===== src/rtl/core/pending_downlink_table_core_assert.svh =====
// Assertion macros used by the pending downlink table sequencer.
`ifndef PENDING_DOWNLINK_TABLE_CORE_ASSERT_SVH
`define PENDING_DOWNLINK_TABLE_CORE_ASSERT_SVH

// Check that a condition implies another in the same cycle.
`define PDT_ASSERT_SAME(label, ante, cons) \
    label: assert property (@(posedge clk) disable iff (!rst_n) (ante) |-> (cons)) \
        else $error("pdt assertion failed");

// Check that a condition implies another in the next cycle.
`define PDT_ASSERT_NEXT(label, ante, cons) \
    label: assert property (@(posedge clk) disable iff (!rst_n) (ante) |=> (cons)) \
        else $error("pdt assertion failed");

`endif


===== src/rtl/core/pdt_pkg.sv =====
// Types and constants of the pending downlink table.
package pdt_pkg;

    // Event kinds
    localparam logic [1:0] KIND_ENQ   = 2'd0;
    localparam logic [1:0] KIND_HEARD = 2'd1;
    localparam logic [1:0] KIND_ACK   = 2'd2;

    // Result status codes
    localparam logic [3:0] STAT_HELD     = 4'd0;
    localparam logic [3:0] STAT_REPLACED = 4'd1;
    localparam logic [3:0] STAT_FULL     = 4'd2;
    localparam logic [3:0] STAT_BCAST    = 4'd3;
    localparam logic [3:0] STAT_SENT     = 4'd4;
    localparam logic [3:0] STAT_EXPIRED  = 4'd5;
    localparam logic [3:0] STAT_NONE     = 4'd6;
    localparam logic [3:0] STAT_ACKED    = 4'd7;
    localparam logic [3:0] STAT_ACK_MISS = 4'd8;

    // Register indexes, reset values and the attempt count limit
    localparam logic REG_TTL   = 1'b0;
    localparam logic REG_BCAST = 1'b1;
    localparam logic [15:0] TTL_RESET   = 16'd1800;
    localparam logic [15:0] BCAST_RESET = 16'hFFFF;
    localparam logic [7:0]  ATT_MAX     = 8'd255;

    typedef struct packed {
        logic [1:0]  kind;
        logic [15:0] node_address;
        logic [15:0] frame_tag;
        logic [7:0]  frame_length;
        logic [31:0] epoch_now;
    } in_item_t;

    typedef struct packed {
        logic [3:0]  status;
        logic        send_valid;
        logic [15:0] send_tag;
        logic [7:0]  send_length;
        logic [7:0]  send_attempts;
    } out_item_t;

    typedef struct packed {
        logic [15:0] addr;
        logic [15:0] tag;
        logic [7:0]  len;
        logic [31:0] stamp;
        logic [7:0]  att;
    } slot_t;

    typedef struct packed {
        logic  we;
        logic  valid_set;
        logic  valid_clr;
        slot_t data;
    } slot_wr_t;

    typedef struct packed {
        logic [31:0] a;
        logic [31:0] b;
    } alu_req_t;

    typedef struct packed {
        logic [31:0] diff;
        logic        borrow;
        logic        zero;
    } alu_rsp_t;

    typedef struct packed {
        logic [15:0] ttl;
        logic [15:0] bcast;
    } cfg_t;

    typedef enum logic [2:0] {
        S_IDLE,
        S_SCAN,
        S_AGE,
        S_TTL,
        S_WRITE
    } state_t;

endpackage


===== src/rtl/core/pdt_cfg_regs.sv =====
// APB configuration registers: time-to-live and broadcast address.
module pdt_cfg_regs
    import pdt_pkg::*;
(
    input  logic        clk,
    input  logic        rst_n,
    input  logic        psel,
    input  logic        penable,
    input  logic        pwrite,
    input  logic [2:0]  paddr,
    input  logic [31:0] pwdata,
    output logic [31:0] prdata,
    output logic        pready,
    output cfg_t        cfg
);

    logic [15:0] ttl_reg;
    logic [15:0] bcast_reg;
    logic        wr_en;

    assign pready = 1'b1;
    assign wr_en  = psel && penable && pwrite;

    // Write the addressed register
    always_ff @(posedge clk or negedge rst_n)
    begin
        if (!rst_n)
        begin
            ttl_reg   <= TTL_RESET;
            bcast_reg <= BCAST_RESET;
        end
        else if (wr_en)
        begin
            unique case (paddr[2])
                REG_TTL:   ttl_reg   <= pwdata[15:0];
                REG_BCAST: bcast_reg <= pwdata[15:0];
                default:   ttl_reg   <= ttl_reg;
            endcase
        end
    end

    // Return the addressed register
    always_comb
    begin
        unique case (paddr[2])
            REG_TTL:   prdata = {16'b0, ttl_reg};
            REG_BCAST: prdata = {16'b0, bcast_reg};
            default:   prdata = 32'b0;
        endcase
    end

    assign cfg.ttl   = ttl_reg;
    assign cfg.bcast = bcast_reg;

endmodule


===== src/rtl/core/pdt_alu.sv =====
// Shared subtract unit: address match, age and time-to-live compare.
module pdt_alu
    import pdt_pkg::*;
(
    input  alu_req_t req,
    output alu_rsp_t rsp
);

    logic [32:0] full;

    // Subtract with borrow out
    assign full       = {1'b0, req.a} - {1'b0, req.b};
    assign rsp.diff   = full[31:0];
    assign rsp.borrow = full[32];
    assign rsp.zero   = (full[31:0] == 32'd0);

endmodule


===== src/rtl/core/pdt_slot_store.sv =====
// Slot memory with registered read and per-slot valid bits.
module pdt_slot_store
    import pdt_pkg::*;
#(
    parameter int SLOT_COUNT = 8,
    parameter int IDX_W      = 3
)
(
    input  logic                  clk,
    input  logic                  rst_n,
    input  logic                  rd_en,
    input  logic [IDX_W-1:0]      rd_idx,
    output slot_t                 rd_data,
    input  logic [IDX_W-1:0]      wr_idx,
    input  slot_wr_t              wr,
    output logic [SLOT_COUNT-1:0] valid
);

    slot_t                 mem [SLOT_COUNT];
    slot_t                 rd_data_reg;
    logic [SLOT_COUNT-1:0] valid_reg;

    // Write and read the payload memory
    always_ff @(posedge clk)
    begin
        if (wr.we)
        begin
            mem[wr_idx] <= wr.data;
        end
        if (rd_en)
        begin
            rd_data_reg <= mem[rd_idx];
        end
    end

    // Set or drop valid bits
    always_ff @(posedge clk or negedge rst_n)
    begin
        if (!rst_n)
        begin
            valid_reg <= '0;
        end
        else if (wr.valid_set)
        begin
            valid_reg[wr_idx] <= 1'b1;
        end
        else if (wr.valid_clr)
        begin
            valid_reg[wr_idx] <= 1'b0;
        end
    end

    assign rd_data = rd_data_reg;
    assign valid   = valid_reg;

endmodule


===== src/rtl/core/pdt_seq.sv =====
// Sequencer: slot scan, age check and table update over the shared unit.
module pdt_seq
    import pdt_pkg::*;
#(
    parameter int SLOT_COUNT      = 8,
    parameter int FRAME_MAX_BYTES = 255,
    parameter int IDX_W           = 3
)
(
    input  logic                  clk,
    input  logic                  rst_n,
    input  logic                  start,
    input  in_item_t              item,
    output logic                  busy,
    input  cfg_t                  cfg,
    output alu_req_t              alu_req,
    input  alu_rsp_t              alu_rsp,
    output logic                  rd_en,
    output logic [IDX_W-1:0]      rd_idx,
    input  slot_t                 rd_data,
    input  logic [SLOT_COUNT-1:0] valid,
    output logic [IDX_W-1:0]      wr_idx,
    output slot_wr_t              wr,
    output out_item_t             result,
    output logic                  result_valid
);

    localparam logic [IDX_W-1:0] LAST_IDX = IDX_W'(SLOT_COUNT - 1);
    localparam logic [7:0]       LEN_MAX  = 8'(FRAME_MAX_BYTES);

    state_t           state_reg, state_next;
    in_item_t         in_reg;
    in_item_t         in_sat;
    slot_t            hit_reg;
    logic [IDX_W-1:0] iss_idx_reg;
    logic             iss_done_reg;
    logic             cmp_vld_reg;
    logic [IDX_W-1:0] cmp_idx_reg;
    logic             match_reg;
    logic [IDX_W-1:0] match_idx_reg;
    logic             free_reg;
    logic [IDX_W-1:0] free_idx_reg;
    logic             bcast_reg;
    logic [31:0]      diff_reg;
    logic             expired_reg;
    out_item_t        result_reg, result_next;
    logic             result_valid_reg;

    logic             match_now;
    logic             free_now;
    logic             scan_end;
    logic [7:0]       att_inc;

    assign match_now = cmp_vld_reg && valid[cmp_idx_reg] && alu_rsp.zero;
    assign free_now  = cmp_vld_reg && !valid[cmp_idx_reg] && !free_reg;
    assign scan_end  = cmp_vld_reg && (match_now || cmp_idx_reg == LAST_IDX);
    assign att_inc   = (hit_reg.att == ATT_MAX) ? ATT_MAX : hit_reg.att + 8'd1;

    // Clamp the frame length of the incoming word
    always_comb
    begin
        in_sat = item;
        if (item.frame_length > LEN_MAX)
        begin
            in_sat.frame_length = LEN_MAX;
        end
    end

    // Next state
    always_comb
    begin
        state_next = state_reg;
        unique case (state_reg)
            S_IDLE:
            begin
                if (start)
                begin
                    state_next = S_SCAN;
                end
            end
            S_SCAN:
            begin
                if (scan_end)
                begin
                    state_next = (match_now && in_reg.kind == KIND_HEARD) ? S_AGE : S_WRITE;
                end
            end
            S_AGE:   state_next = S_TTL;
            S_TTL:   state_next = S_WRITE;
            S_WRITE: state_next = S_IDLE;
            default: state_next = S_IDLE;
        endcase
    end

    // Outputs: operand select, memory access, update and result
    always_comb
    begin
        busy        = (state_reg != S_IDLE);
        rd_en       = 1'b0;
        rd_idx      = iss_idx_reg;
        alu_req.a   = {16'b0, in_reg.node_address};
        alu_req.b   = {16'b0, cfg.bcast};
        wr_idx      = match_reg ? match_idx_reg : free_idx_reg;
        wr          = '0;
        result_next = '0;
        result_next.status = STAT_NONE;
        unique case (state_reg)
            S_IDLE:
            begin
                rd_en = 1'b0;
            end
            S_SCAN:
            begin
                rd_en = !iss_done_reg;
                if (cmp_vld_reg)
                begin
                    alu_req.b = {16'b0, rd_data.addr};
                end
            end
            S_AGE:
            begin
                alu_req.a = in_reg.epoch_now;
                alu_req.b = hit_reg.stamp;
            end
            S_TTL:
            begin
                alu_req.a = {16'b0, cfg.ttl};
                alu_req.b = diff_reg;
            end
            S_WRITE:
            begin
                case (in_reg.kind)
                    KIND_ENQ:
                    begin
                        if (match_reg || free_reg)
                        begin
                            wr.we         = 1'b1;
                            wr.data.addr  = in_reg.node_address;
                            wr.data.tag   = in_reg.frame_tag;
                            wr.data.len   = in_reg.frame_length;
                            wr.data.stamp = in_reg.epoch_now;
                            wr.data.att   = 8'd0;
                            if (bcast_reg)
                            begin
                                wr.valid_clr              = 1'b1;
                                result_next.status        = STAT_BCAST;
                                result_next.send_valid    = 1'b1;
                                result_next.send_tag      = in_reg.frame_tag;
                                result_next.send_length   = in_reg.frame_length;
                            end
                            else
                            begin
                                wr.valid_set       = 1'b1;
                                result_next.status = match_reg ? STAT_REPLACED : STAT_HELD;
                            end
                        end
                        else
                        begin
                            result_next.status = STAT_FULL;
                        end
                    end
                    KIND_HEARD:
                    begin
                        if (match_reg && expired_reg)
                        begin
                            wr.valid_clr       = 1'b1;
                            result_next.status = STAT_EXPIRED;
                        end
                        else if (match_reg)
                        begin
                            wr.we                     = 1'b1;
                            wr.data                   = hit_reg;
                            wr.data.att               = att_inc;
                            result_next.status        = STAT_SENT;
                            result_next.send_valid    = 1'b1;
                            result_next.send_tag      = hit_reg.tag;
                            result_next.send_length   = hit_reg.len;
                            result_next.send_attempts = att_inc;
                        end
                    end
                    KIND_ACK:
                    begin
                        if (match_reg)
                        begin
                            wr.valid_clr       = 1'b1;
                            result_next.status = STAT_ACKED;
                        end
                        else
                        begin
                            result_next.status = STAT_ACK_MISS;
                        end
                    end
                    default:
                    begin
                        result_next.status = STAT_NONE;
                    end
                endcase
            end
            default:
            begin
                rd_en = 1'b0;
            end
        endcase
    end

    // Advance state and scan control
    always_ff @(posedge clk or negedge rst_n)
    begin
        if (!rst_n)
        begin
            state_reg        <= S_IDLE;
            iss_idx_reg      <= '0;
            iss_done_reg     <= 1'b0;
            cmp_vld_reg      <= 1'b0;
            cmp_idx_reg      <= '0;
            match_reg        <= 1'b0;
            match_idx_reg    <= '0;
            free_reg         <= 1'b0;
            free_idx_reg     <= '0;
            bcast_reg        <= 1'b0;
            expired_reg      <= 1'b0;
            result_valid_reg <= 1'b0;
        end
        else
        begin
            state_reg        <= state_next;
            cmp_vld_reg      <= rd_en;
            cmp_idx_reg      <= iss_idx_reg;
            result_valid_reg <= (state_reg == S_WRITE);
            if (state_reg == S_IDLE)
            begin
                iss_idx_reg  <= '0;
                iss_done_reg <= 1'b0;
                match_reg    <= 1'b0;
                free_reg     <= 1'b0;
                expired_reg  <= 1'b0;
            end
            if (rd_en)
            begin
                if (iss_idx_reg == LAST_IDX)
                begin
                    iss_done_reg <= 1'b1;
                end
                else
                begin
                    iss_idx_reg <= iss_idx_reg + 1'b1;
                end
            end
            // Compare broadcast address while the first read is in flight
            if (state_reg == S_SCAN && !cmp_vld_reg)
            begin
                bcast_reg <= alu_rsp.zero;
            end
            if (state_reg == S_SCAN && match_now)
            begin
                match_reg     <= 1'b1;
                match_idx_reg <= cmp_idx_reg;
            end
            if (state_reg == S_SCAN && free_now)
            begin
                free_reg     <= 1'b1;
                free_idx_reg <= cmp_idx_reg;
            end
            if (state_reg == S_TTL)
            begin
                expired_reg <= (in_reg.epoch_now != 32'd0) && (hit_reg.stamp != 32'd0)
                               && alu_rsp.borrow;
            end
        end
    end

    // Hold input word, hit entry, age and result
    always_ff @(posedge clk)
    begin
        if (state_reg == S_IDLE && start)
        begin
            in_reg <= in_sat;
        end
        if (state_reg == S_SCAN && match_now)
        begin
            hit_reg <= rd_data;
        end
        if (state_reg == S_AGE)
        begin
            diff_reg <= alu_rsp.diff;
        end
        if (state_reg == S_WRITE)
        begin
            result_reg <= result_next;
        end
    end

    assign result       = result_reg;
    assign result_valid = result_valid_reg;

    `include "pending_downlink_table_core_assert.svh"

    `PDT_ASSERT_NEXT(a_start_scans, state_reg == S_IDLE && start, state_reg == S_SCAN)
    `PDT_ASSERT_SAME(a_strobe_after_write, result_valid, $past(state_reg) == S_WRITE)
    `PDT_ASSERT_SAME(a_send_status, result_valid && result.send_valid,
        result.status == STAT_SENT || result.status == STAT_BCAST)
    `PDT_ASSERT_NEXT(a_age_then_ttl, state_reg == S_AGE, state_reg == S_TTL)

endmodule


===== src/rtl/core/pending_downlink_table_core.sv =====
// Pending downlink table: top level tying registers, sequencer, unit and slot store.
//
// Use: raise start with an event word on item while busy is low; the word is
// taken at that edge and busy stays high until the event is done. Kinds are
// enqueue frame, node heard and acknowledgement. Exactly one result word per
// event appears on result for one cycle, marked by result_valid; the receiver
// cannot stall it and must take it in that cycle.
// An event scans the slots one per cycle through the slot memory's single
// registered read port, with the shared subtract unit comparing each
// address; the scan stops at the matching slot and otherwise runs to the
// last slot. A node heard with a matching slot then passes the age and
// time-to-live checks (S_AGE, S_TTL) before the table update in S_WRITE.
// A new event may be started in the cycle the result strobe is shown.
// Configuration is written by the user over the APB port only while busy is low;
// the block itself does not enforce this. Reset clears all slot valid bits, sets
// ttl to 1800 s and the broadcast address to 65535; no clearing pass is needed.
module pending_downlink_table_core
    import pdt_pkg::*;
#(
    parameter int SLOT_COUNT      = 8,
    parameter int FRAME_MAX_BYTES = 255
)
(
    input  logic        clk,
    input  logic        rst_n,
    input  logic        start,
    input  in_item_t    item,
    output logic        busy,
    output out_item_t   result,
    output logic        result_valid,
    input  logic        psel,
    input  logic        penable,
    input  logic        pwrite,
    input  logic [2:0]  paddr,
    input  logic [31:0] pwdata,
    output logic [31:0] prdata,
    output logic        pready
);

    localparam int IDX_W = (SLOT_COUNT > 1) ? $clog2(SLOT_COUNT) : 1;

    cfg_t                  cfg;
    alu_req_t              alu_req;
    alu_rsp_t              alu_rsp;
    logic                  rd_en;
    logic [IDX_W-1:0]      rd_idx;
    slot_t                 rd_data;
    logic [IDX_W-1:0]      wr_idx;
    slot_wr_t              wr;
    logic [SLOT_COUNT-1:0] valid;

    // Configuration registers
    pdt_cfg_regs u_cfg (
        .clk     (clk),
        .rst_n   (rst_n),
        .psel    (psel),
        .penable (penable),
        .pwrite  (pwrite),
        .paddr   (paddr),
        .pwdata  (pwdata),
        .prdata  (prdata),
        .pready  (pready),
        .cfg     (cfg)
    );

    // Shared subtract unit
    pdt_alu u_alu (
        .req (alu_req),
        .rsp (alu_rsp)
    );

    // Slot storage
    pdt_slot_store #(
        .SLOT_COUNT (SLOT_COUNT),
        .IDX_W      (IDX_W)
    ) u_store (
        .clk     (clk),
        .rst_n   (rst_n),
        .rd_en   (rd_en),
        .rd_idx  (rd_idx),
        .rd_data (rd_data),
        .wr_idx  (wr_idx),
        .wr      (wr),
        .valid   (valid)
    );

    // Event sequencer
    pdt_seq #(
        .SLOT_COUNT      (SLOT_COUNT),
        .FRAME_MAX_BYTES (FRAME_MAX_BYTES),
        .IDX_W           (IDX_W)
    ) u_seq (
        .clk          (clk),
        .rst_n        (rst_n),
        .start        (start),
        .item         (item),
        .busy         (busy),
        .cfg          (cfg),
        .alu_req      (alu_req),
        .alu_rsp      (alu_rsp),
        .rd_en        (rd_en),
        .rd_idx       (rd_idx),
        .rd_data      (rd_data),
        .valid        (valid),
        .wr_idx       (wr_idx),
        .wr           (wr),
        .result       (result),
        .result_valid (result_valid)
    );

endmodule

===== config.mk =====
export PLATFORM = sky130hd
export DESIGN_NAME = pending_downlink_table_core
export DESIGN_NICKNAME = d
export VERILOG_FILES = /design/src/rtl/core/pdt_pkg.sv /design/src/rtl/core/pdt_cfg_regs.sv /design/src/rtl/core/pdt_alu.sv /design/src/rtl/core/pdt_slot_store.sv /design/src/rtl/core/pdt_seq.sv /design/src/rtl/core/pending_downlink_table_core.sv
export VERILOG_INCLUDE_DIRS = /design/src /design/src/rtl/core
export SDC_FILE = /design/constraint.sdc
export NUM_CORES = 1
export LEC_CHECK = 0
export ABC_AREA = 0
export ABC_CLOCK_PERIOD_IN_PS = 20700
export BUFFER_PORTS_ARGS = -buffer_cell sky130_fd_sc_hd__buf_2
export CAP_MARGIN = 20
export CORE_MARGIN = 8
export CORE_UTILIZATION = 35
export CTS_CLUSTER_DIAMETER = 50
export DETAILED_ROUTE_END_ITERATION = 10
export PLACE_DENSITY = 0.58
export SLEW_MARGIN = 20
export SYNTH_ARGS = -nofsm -noshare
export SYNTH_HDL_FRONTEND = slang
export SYNTH_SLANG_ARGS = --single-unit

===== constraint.sdc =====
create_clock -name clk -period 20.7 [get_ports clk]
set_input_delay 2.07 -clock clk [delete_from_list [all_inputs] [get_ports clk]]
set_output_delay 2.07 -clock clk [all_outputs]
set_load 0.02 [all_outputs]

==> results of run 1 <==
-- critical path: cells and delay by family, from the launching register on --
family                     cells  cell delay [ns]
and+or+nand+nor                5             1.30
DFF                            1             0.72
buffers and inverters          3             1.22
xor gates and xnor gates       1             0.39
AOI/OAI and AO/OA              7             2.19
adders and majority gates      2             0.68
-- final cells by class --
class / count / area, um^2 / share of cell area [%]
sequential: 1005 / 29910 / 63.81
multi-input combinational: 1064 / 10200 / 21.76
clock buffer: 136 / 2934 / 6.261
tap: 1524 / 1907 / 4.069
timing repair buffer: 193 / 1119 / 2.387
clock inverter: 74 / 730.7 / 1.559
inverter: 18 / 68.82 / 0.1468
antenna: 2 / 5.005 / 0.01068
-- where the power goes --
part / internal [uW] / total (uW) / switching (uW)
logic: 405 / 1070 / 669
clock network: 1110 / 1940 / 833
registers: 2330 / 2440 / 111
total: 3850 / 5460 / 1610
-- Yosys cell counts (35+ instances only) --
cell type / count / area share, %
clkbuf_1: 93 / 0.86
ha_1: 35 / 1.1
a21oi_1: 46 / 0.57
edfxtp_1: 943 / 70
dfrtp_1: 42 / 2.6
mux4_2: 162 / 9.0
o21ai_0: 60 / 0.74
nor2_1: 127 / 1.2
mux2_2: 162 / 4.5
a22oi_1: 75 / 1.4
nand2_1: 99 / 0.92
-- logic make-up after synthesis --
| family | after synthesis | share of synthesized area, % |
|---|---|---|
| AND/OR/NAND/NOR | 356 | 4.108 |
| other | 2 | 0.01852 |
| XOR/XNOR | 31 | 0.6697 |
| AO/OA/AOI/OAI | 273 | 4.626 |
| flip-flops | 1005 | 73.73 |
| adder cells (fa/ha/maj) | 36 | 1.130 |
| buffers and inverters | 146 | 1.512 |
| multiplexers | 351 | 14.20 |
-- per-layer routing --
metal  global-route usage (%)  wire length [um]  part of all wire [%]
met1                    22.14             45160                    44
met2                    25.88             49370                    48
met3                    2.844              6792                   6.6
met4                    3.867              2049                   2.0
met5                        0                 0                     0
-- per-stage QoR --
step / hold slack [ns] / instances / total power [uW]
4_1_cts: 0.4166 / 4013 / 5510
3_5_place_dp: 0.4045 / 3803 / 3553
6_report: 0.4177 / 4016 / 5461
2_1_floorplan: 0.3758 / 2215 / 3206
3_3_place_gp: 0.4027 / 3801 / 3542
5_1_grt: 0.4204 / 4014 / 5675
-- worst max-delay path by stage --
stage	endpoint	slack [ns]	cells past startpoint
5_1_grt	u_seq.hit_reg[76]	13.51	19
2_1_floorplan	u_seq.hit_reg[0]	7.94	16
4_1_cts	u_seq.hit_reg[76]	13.88	19
6_report	u_seq.hit_reg[76]	13.76	18
3_5_place_dp	u_seq.hit_reg[47]	13.93	18
3_3_place_gp	u_seq.hit_reg[74]	14.04	17
-- placed cells by master, fill, tap and decap left out, types with 21 or more instances in the layout --
cell       synthesis  final
edfxtp_1         943    943
mux2_2           162    162
mux4_2           162    162
buf_2              1    151
nor2_1           127    116
clkbuf_16          0    113
nand2_1           99     99
a22oi_1           75     75
o21ai_0           60     60
a21oi_1           46     46
buf_4             17     38
dfrtp_1           42     38
ha_1              35     35
mux2i_1           24     24
a22o_1            24     24
clkbuf_1          93     21
==> flow_metrics.tcl, run 1 <==
set metrics [dict create \
    grt_usage_pct 15.89 \
    r2r-end "u_seq.hit_reg[76]" \
    gp_congestion 0.8618 \
    min_to "u_seq.hit_reg[8]" \
    setup_ws_ns 13.76 \
    cts-htree-levels 3 \
    r2r-start "u_seq.state_reg[0]" \
    rsz0062_at_grt "false" \
    drive_gt1_share_pct 29.92 \
    hold_viol 0 \
    die_x_um 356.3 \
    row_count 125 \
    antenna_found_initial 2 \
    worst_pin_slew_ns 1.132 \
    worstHoldPathCells 0 \
    grt_max_degree 126 \
    reg2reg_setup_slack_ns 13.76 \
    start_util_pct 35.08 \
    drt-total-wl_um 103400 \
    status "finished, final reports clean" \
    arrival_ns 7.23 \
    ys_async_sr_fraction_pct 6.169 \
    max_cap_violations 0 \
    largest_reg_flops 640 \
    nets 2545 \
    tritoncts "done" \
    syn_inst 2200 \
    syn2layout_area_growth_pct 15.60 \
    place_area_um2 43170 \
    period_share_pct 33.54 \
    path_max_fanout 55 \
    startpoint "u_seq.state_reg[0]" \
    hold_buffers 0 \
    design_area_um2 46870 \
    syn_avg_cell_area_um2 18.43 \
    critPathKind "flop to flop" \
    dp_hpwl_um 59600 \
    fmax_mhz 144.0 \
    io-pin-count 187 \
    crit_required_ns 20.99 \
    fillers 10253 \
    ys_warn_count 0 \
    cp_cell_sequence "nor2b_1 > nand2b_1 > nor2_1 > buf_4 > a22oi_1 > o21ai_0 > ha_1 > inv_1 > fa_1 > a21o_1 > a221o_1 > a211oi_1 > o41ai_1 > a221oi_1 > xor2_1 > nand3_1 > nor4_2 > buf_4" \
    cts_setup_buffers 0 \
    power_density_nw_per_um2 116.5 \
    wl_per_cell_um 25.74 \
    fin_setup_tns_ns 0 \
    cts_buffer_depth 3 \
    hp-class "flop to flop" \
    ir_worst_vdd_uv 84.32 \
    post_cts_resized 0 \
    synth_edf_count 943 \
    antenna_left 0 \
    crit_path_start_kind "flop" \
    vias 21529 \
    dr.pass1.iters 6 \
    port_buffers 151 \
    synthDistinctLibCells 65 \
    cpMaxStageDelayCell "buf_4" \
    grt_pass1_wl_um 150600 \
    die_y_um 356.3 \
    grt_pass1_vias 22465 \
    skew_ns 0.03886 \
    final_util_pct 40.55 \
    period_needed_ns 6.943 \
    cts_buffers 112 \
    dp_slack_ns 13.93 \
    relSlewSlack_pct 24.50 \
    path_common_cell "buf_4" \
    syn_area_um2 40540 \
    drc_errors 0 \
    yosys_register_bits 1005 \
    clkSinkCount 1005 \
    holdCritStartpoint "u_store.rd_data[8]" \
    vias_per_cell 5.361 \
    end_kind "flop" \
    overflow 0 \
    cts_root_buf "clkbuf_16" \
    setup_violations 0 \
    core_area_um2 115600 \
    path_clk_slew_ns 0.06 \
    drt_iter0_markers 2124 \
    clock_latency_ns 0.70 \
    dieArea_um2 127000 \
    rr_worst_depth 18 \
    p_leak_uw 0.01332 \
    synth_flop_cell "edfxtp_1" \
    ys_seq_area_share_pct 73.73 \
    final_max_slew_viol_count 0 \
    cp_slowest_stage_delay_ns 0.88 \
]
Power figures use the tool's default switching activity.
==> run 2, diff against run 1 <==
- ABC_AREA: 0 -> 1
- ABC_CLOCK_PERIOD_IN_PS: 20700 -> 6200
- PLACE_DENSITY: 0.58 -> 0.6
- clock period: 20.7 -> 6.2 ns (I/O delays scaled with it)
==> flow_metrics.tcl, run 2 <==
set metrics [dict create \
    status "finished, final reports clean" \
    crit_required_ns 6.51 \
    critPathKind "flop to flop" \
    synth_edf_count 943 \
    ys_seq_area_share_pct 71.52 \
    period_needed_ns 5.545 \
    synth_top_area_share_pct 67.75 \
    path_max_fanout 69 \
    power.switching_uw 6753 \
    synth.most_common_cell "edfxtp_1" \
    fin_setup_tns_ns 0 \
    dieArea_um2 130700 \
    ys_warn_count 0 \
    ys_async_sr_fraction_pct 6.169 \
    fmax_mhz 180.3 \
    dp_hpwl_um 64390 \
    row_count 126 \
    final_max_slew_viol_count 0 \
    path_clk_slew_ns 0.06 \
    yosys_register_bits 1005 \
    arrival_ns 5.86 \
    start_util_pct 35.35 \
    intPower_uw 13800 \
    syn_inst 3649 \
    clkSinkCount 1005 \
    hold_buffers 0 \
    synthDistinctLibCells 49 \
    die_y_um 361.6 \
    p_leak_uw 0.01764 \
    syn2layout_area_growth_pct 15.31 \
    cts-htree-levels 3 \
    final_common_cell "edfxtp_1" \
    gp_congestion 0.9703 \
    relSlewSlack_pct 29.36 \
    worst_pin_slew_ns 1.053 \
    place_area_um2 44260 \
    synth_area_leaders "edfxtp_1 (68%), nor2_1 (6.0%), nand2_1 (5.5%), o21ai_0 (4.9%), dfrtp_1 (2.5%)" \
    clock_latency_ns 0.72 \
    p_comb_share_pct 24.1 \
    grt_max_degree 163 \
    r2r-start "u_seq.state_reg[1]" \
    core_area_um2 118200 \
    wl_per_cell_um 20.55 \
    final_cell_mix "edfxtp_1 (943), nor2_1 (658), nand2_1 (617), o21ai_0 (409), inv_1 (227)" \
    nets 3936 \
    drc_errors 0 \
    cts_setup_buffers 0 \
    synth_flop_cell "edfxtp_1" \
    port_buffers 151 \
    vias_per_cell 5.119 \
    overflow 0 \
    crit_path_start_kind "flop" \
    ir_worst_vdd_uv 313.0 \
    setup_violations 0 \
    antenna_found_initial 1 \
    sw_frac_of_total_pct 32.86 \
    drt-total-wl_um 111400 \
    end_kind "flop" \
    drive_gt1_share_pct 11.85 \
    holdCritStartpoint "item[37]" \
    cts_buffers 116 \
    rsz0062_at_grt "false" \
    cts_buffer_depth 3 \
    drt_iter0_markers 2439 \
    synth.largest_area_cell "edfxtp_1" \
    power_uw 20550 \
    cts_root_buf "clkbuf_16" \
    reg2reg_setup_slack_ns 0.65 \
    grt_pass1_vias 26859 \
    skew_ns 0.05549 \
    startpoint "u_seq.state_reg[1]" \
    antenna_left 0 \
    design_area_um2 48200 \
    period_share_pct 89.44 \
    grt_usage_pct 16.54 \
    grt_pass1_wl_um 166800 \
    max_cap_violations 0 \
    syn_area_um2 41800 \
    hp-class "input port to flop" \
    tritoncts "done" \
    post_cts_resized 0 \
    hold_viol 0 \
    pwr-share-clk_pct 33.5 \
    power_density_nw_per_um2 426.4 \
    vias 27740 \
    syn_avg_cell_area_um2 11.45 \
    io-pin-count 187 \
    dr.pass1.iters 6 \
    largest_reg_flops 640 \
    die_x_um 361.6 \
    synthTopCellsByCount "edfxtp_1 (943), nor2_1 (666), nand2_1 (617), o21ai_0 (409), inv_1 (230)" \
    seqPwrFrac_pct 42.4 \
]
==> run 2: cell type report <==
type,instances,area [um^2]
clock inverter,71,843.3
inverter,255,973.4
sequential,1005,29900
fill,11110,70040
clock buffer,144,3089
multi-input combinational,2212,10290
antenna,1,2.502
tap,1536,1922
timing repair buffer,195,1174
==> run 2: cells by family after synthesis <==
logic type	synth area share, %
AND/OR/NAND/NOR	13.70
flip-flops	71.52
AO/OA/AOI/OAI	9.376
buffers and inverters	4.182
adder cells (fa/ha/maj)	1.096
XOR/XNOR	0.08383
other	0.01797
multiplexers	0.02694
==> run 2: metal layers <==
| metal | global-route usage (%) | vias up | part of all wire (%) |
|---|---|---|---|
| met2 | 26.58 | 951 | 46 |
| li1 | - | 13046 | - |
| met3 | 3.047 | 178 | 7.2 |
| met1 | 22.64 | 13565 | 44 |
| met4 | 5.530 | 0 | 2.9 |
| met5 | 0 | - | 0 |
==> run 2: metrics by stage <==
step	cells	hold WS, ns	setup slack [ns]	utilization (%)
6_report	5419	0.07257	0.6549	40.76
4_1_cts	5418	0.01872	0.7216	40.76
2_1_floorplan	3664	0.3244	-1.017	-
5_1_grt	5418	0.02922	0.1864	40.76
3_3_place_gp	5203	0.4014	0.9177	37.43
3_5_place_dp	5203	0.4045	0.7980	37.43
==> run 2: power by group through the flow <==
stage / sequential (uW) / clock (uW) / combinational, uW
detailed placement: 8840 / 0 / 4950
global route: 8750 / 7310 / 5580
CTS: 8710 / 7040 / 4960
finish: 8710 / 6890 / 4950
global placement: 8820 / 0 / 4900
floorplan: 8660 / 0 / 3530
==> run 2: worst paths after layout <==
path / to / depth (start not counted)
setup reg to reg: u_seq.hit_reg[31] / 24
hold / removal: u_seq.in_reg[37] / 1
hold reg to reg: u_seq.hit_reg[22] / 0
min in group asynchronous: u_seq.result_valid / 2
max in group asynchronous: u_seq.rd_idx[0] / 2
setup / recovery: u_seq.hit_reg[31] / 24
==> run 2: worst max-delay path, stage by stage, from the launching register on <==
cell and delay [ns]:
dfrtp_1 0.54, inv_1 0.17, nor2_1 0.18, clkinv_1 0.42, nor2_2 0.38, buf_4 0.30, nand2_1 0.06, o21ai_0 0.18
a221oi_1 0.10, ha_1 0.43, nand2_1 0.14, nor2_1 0.22, nand3_1 0.13, nand3_1 0.20, nand2_1 0.08, nand2_1 0.11
nand2_1 0.06, nor2_1 0.21, nand2_1 0.10, nor2_1 0.10, nand2_1 0.11, nor2_4 0.19, nand3_4 0.12, nor2_4 0.14
buf_12 0.40
==> run 3, diff against run 2 <==
- CORE_MARGIN: 8 -> 2
==> flow_metrics.tcl, run 3 (synthesis results as in run 2) <==
set metrics [dict create \
    status "finished, final reports clean" \
    cpMaxStageDelayCell "fa_1" \
    skew_ns 0.04772 \
    drc_errors 0 \
    reg2reg_setup_slack_ns 0.87 \
    dp_hpwl_um 62320 \
    overflow 0 \
    clkSinkCount 1005 \
    crit_path_start_kind "flop" \
    period_share_pct 85.95 \
    worst_pin_slew_ns 1.112 \
    p_leak_uw 0.01765 \
    post_cts_resized 0 \
    wl_per_cell_um 20.40 \
    start_util_pct 35.35 \
    cts_setup_buffers 0 \
    core_area_um2 118200 \
    min_to "u_seq.in_reg[38]" \
    row_count 126 \
    place_area_um2 44290 \
    antenna_left 0 \
    port_buffers 151 \
    relSlewSlack_pct 25.88 \
    grt_max_degree 205 \
    power_density_nw_per_um2 424.9 \
    cts-htree-levels 3 \
    rsz0062_at_grt "false" \
    fin_setup_tns_ns 0 \
    drt_iter0_markers 2563 \
    syn2layout_area_growth_pct 15.25 \
    gp_congestion 0.9370 \
    max_cap_violations 0 \
    period_needed_ns 5.329 \
    dieArea_um2 122200 \
    r2r-end "u_seq.hit_reg[25]" \
    grt_usage_pct 17.93 \
    drt-total-wl_um 110500 \
    num_antenna_cells 0 \
    hold_viol 0 \
    vias_per_cell 5.104 \
    die_x_um 349.6 \
    drive_gt1_share_pct 11.70 \
    path_clk_slew_ns 0.06 \
    path_max_fanout 74 \
    final_common_cell "edfxtp_1" \
    holdCritStartpoint "item[38]" \
    arrival_ns 5.67 \
    antenna_found_initial 1 \
    ir_worst_vdd_uv 441.8 \
    setup_violations 0 \
    critPathKind "flop to flop" \
    vias 27654 \
    crit_required_ns 6.54 \
    clock_latency_ns 0.75 \
    design_area_um2 48170 \
    rr_worst_depth 28 \
    grt_pass1_vias 26737 \
    cts_buffer_depth 3 \
    cts_root_buf "clkbuf_16" \
    end_kind "flop" \
    cp_slowest_stage_delay_ns 0.51 \
    r2r-start "u_seq.state_reg[2]" \
    fillers 11120 \
    grt_pass1_wl_um 164900 \
    hold_buffers 0 \
    path_common_cell "nand2_1" \
    largest_reg_flops 640 \
    multiInputGateArea_um2 10290 \
    fmax_mhz 187.7 \
    hp-class "input port to flop" \
    tritoncts "done" \
    startpoint "u_seq.state_reg[2]" \
    regArea_um2 29900 \
    io-pin-count 187 \
    worstHoldPathCells 1 \
    nets 3932 \
    cts_buffers 117 \
    final_cell_mix "edfxtp_1 (943), nor2_1 (658), nand2_1 (617), o21ai_0 (409), inv_1 (227)" \
    dr.pass1.iters 6 \
    final_max_slew_viol_count 0 \
    die_y_um 349.6 \
]
-- run 3: worst max-delay path, delay by kind of cell (launching register included) --
| kind | cells | cell delay [ns] |
|---|---|---|
| and+or+nand+nor | 19 | 2.49 |
| AOI/OAI and AO/OA | 2 | 0.16 |
| DFF | 1 | 0.42 |
| adders and majority gates | 2 | 0.68 |
| buffers and inverters | 5 | 1.08 |
-- run 3: how the worst max path moves through the flow --
stage | endpoint | slack [ns] | cells past startpoint
finish | u_seq.hit_reg[25] | 0.87 | 28
global route | u_seq.hit_reg[25] | 0.60 | 28
CTS | u_seq.hit_reg[25] | 0.90 | 28
detailed placement | u_seq.hit_reg[26] | 0.94 | 28
global placement | u_seq.hit_reg[26] | 1.04 | 28
floorplan | u_store.mem[2][0] | -1.02 | 4
-- run 3: cell type report --
class,count,share of cell area [%]
clock inverter,88,1.803
multi-input combinational,2212,21.37
clock buffer,132,6.257
timing repair buffer,190,2.488
inverter,255,2.023
sequential,1005,62.07
tap,1536,3.990
-- run 3: power breakdown --
group          internal (uW)  total (uW)  switching, uW
Sequential              8280        8730            449
Combinational           1480        4960           3470
Clock                   3900        6790           2890
Total                  13700       20500           6810
-- run 3: per-layer routing --
| metal | share of wire, % | vias up | wire length (um) | global-route usage, % |
|---|---|---|---|---|
| met3 | 5.8 | 188 | 6430 | 2.445 |
| met4 | 2.9 | 0 | 3190 | 6.052 |
| li1 | - | 13026 | - | - |
| met5 | 0 | - | 0 | 0 |
| met2 | 46 | 881 | 51400 | 29.30 |
| met1 | 45 | 13559 | 49520 | 24.61 |
-- run 3: through the flow --
stage	std cells	setup WS [ns]	hold slack, ns	total power (uW)	util (%)
after floorplan	3664	-1.017	0.3244	12180	-
after global placement	5198	1.041	0.4009	13730	37.46
after detailed placement	5198	0.9382	0.4045	13800	37.46
after CTS	5418	0.9013	0.0007234	20600	40.74
after global routing	5418	0.6004	0.02352	21540	40.74
final	5418	0.8713	0.06213	20470	40.74
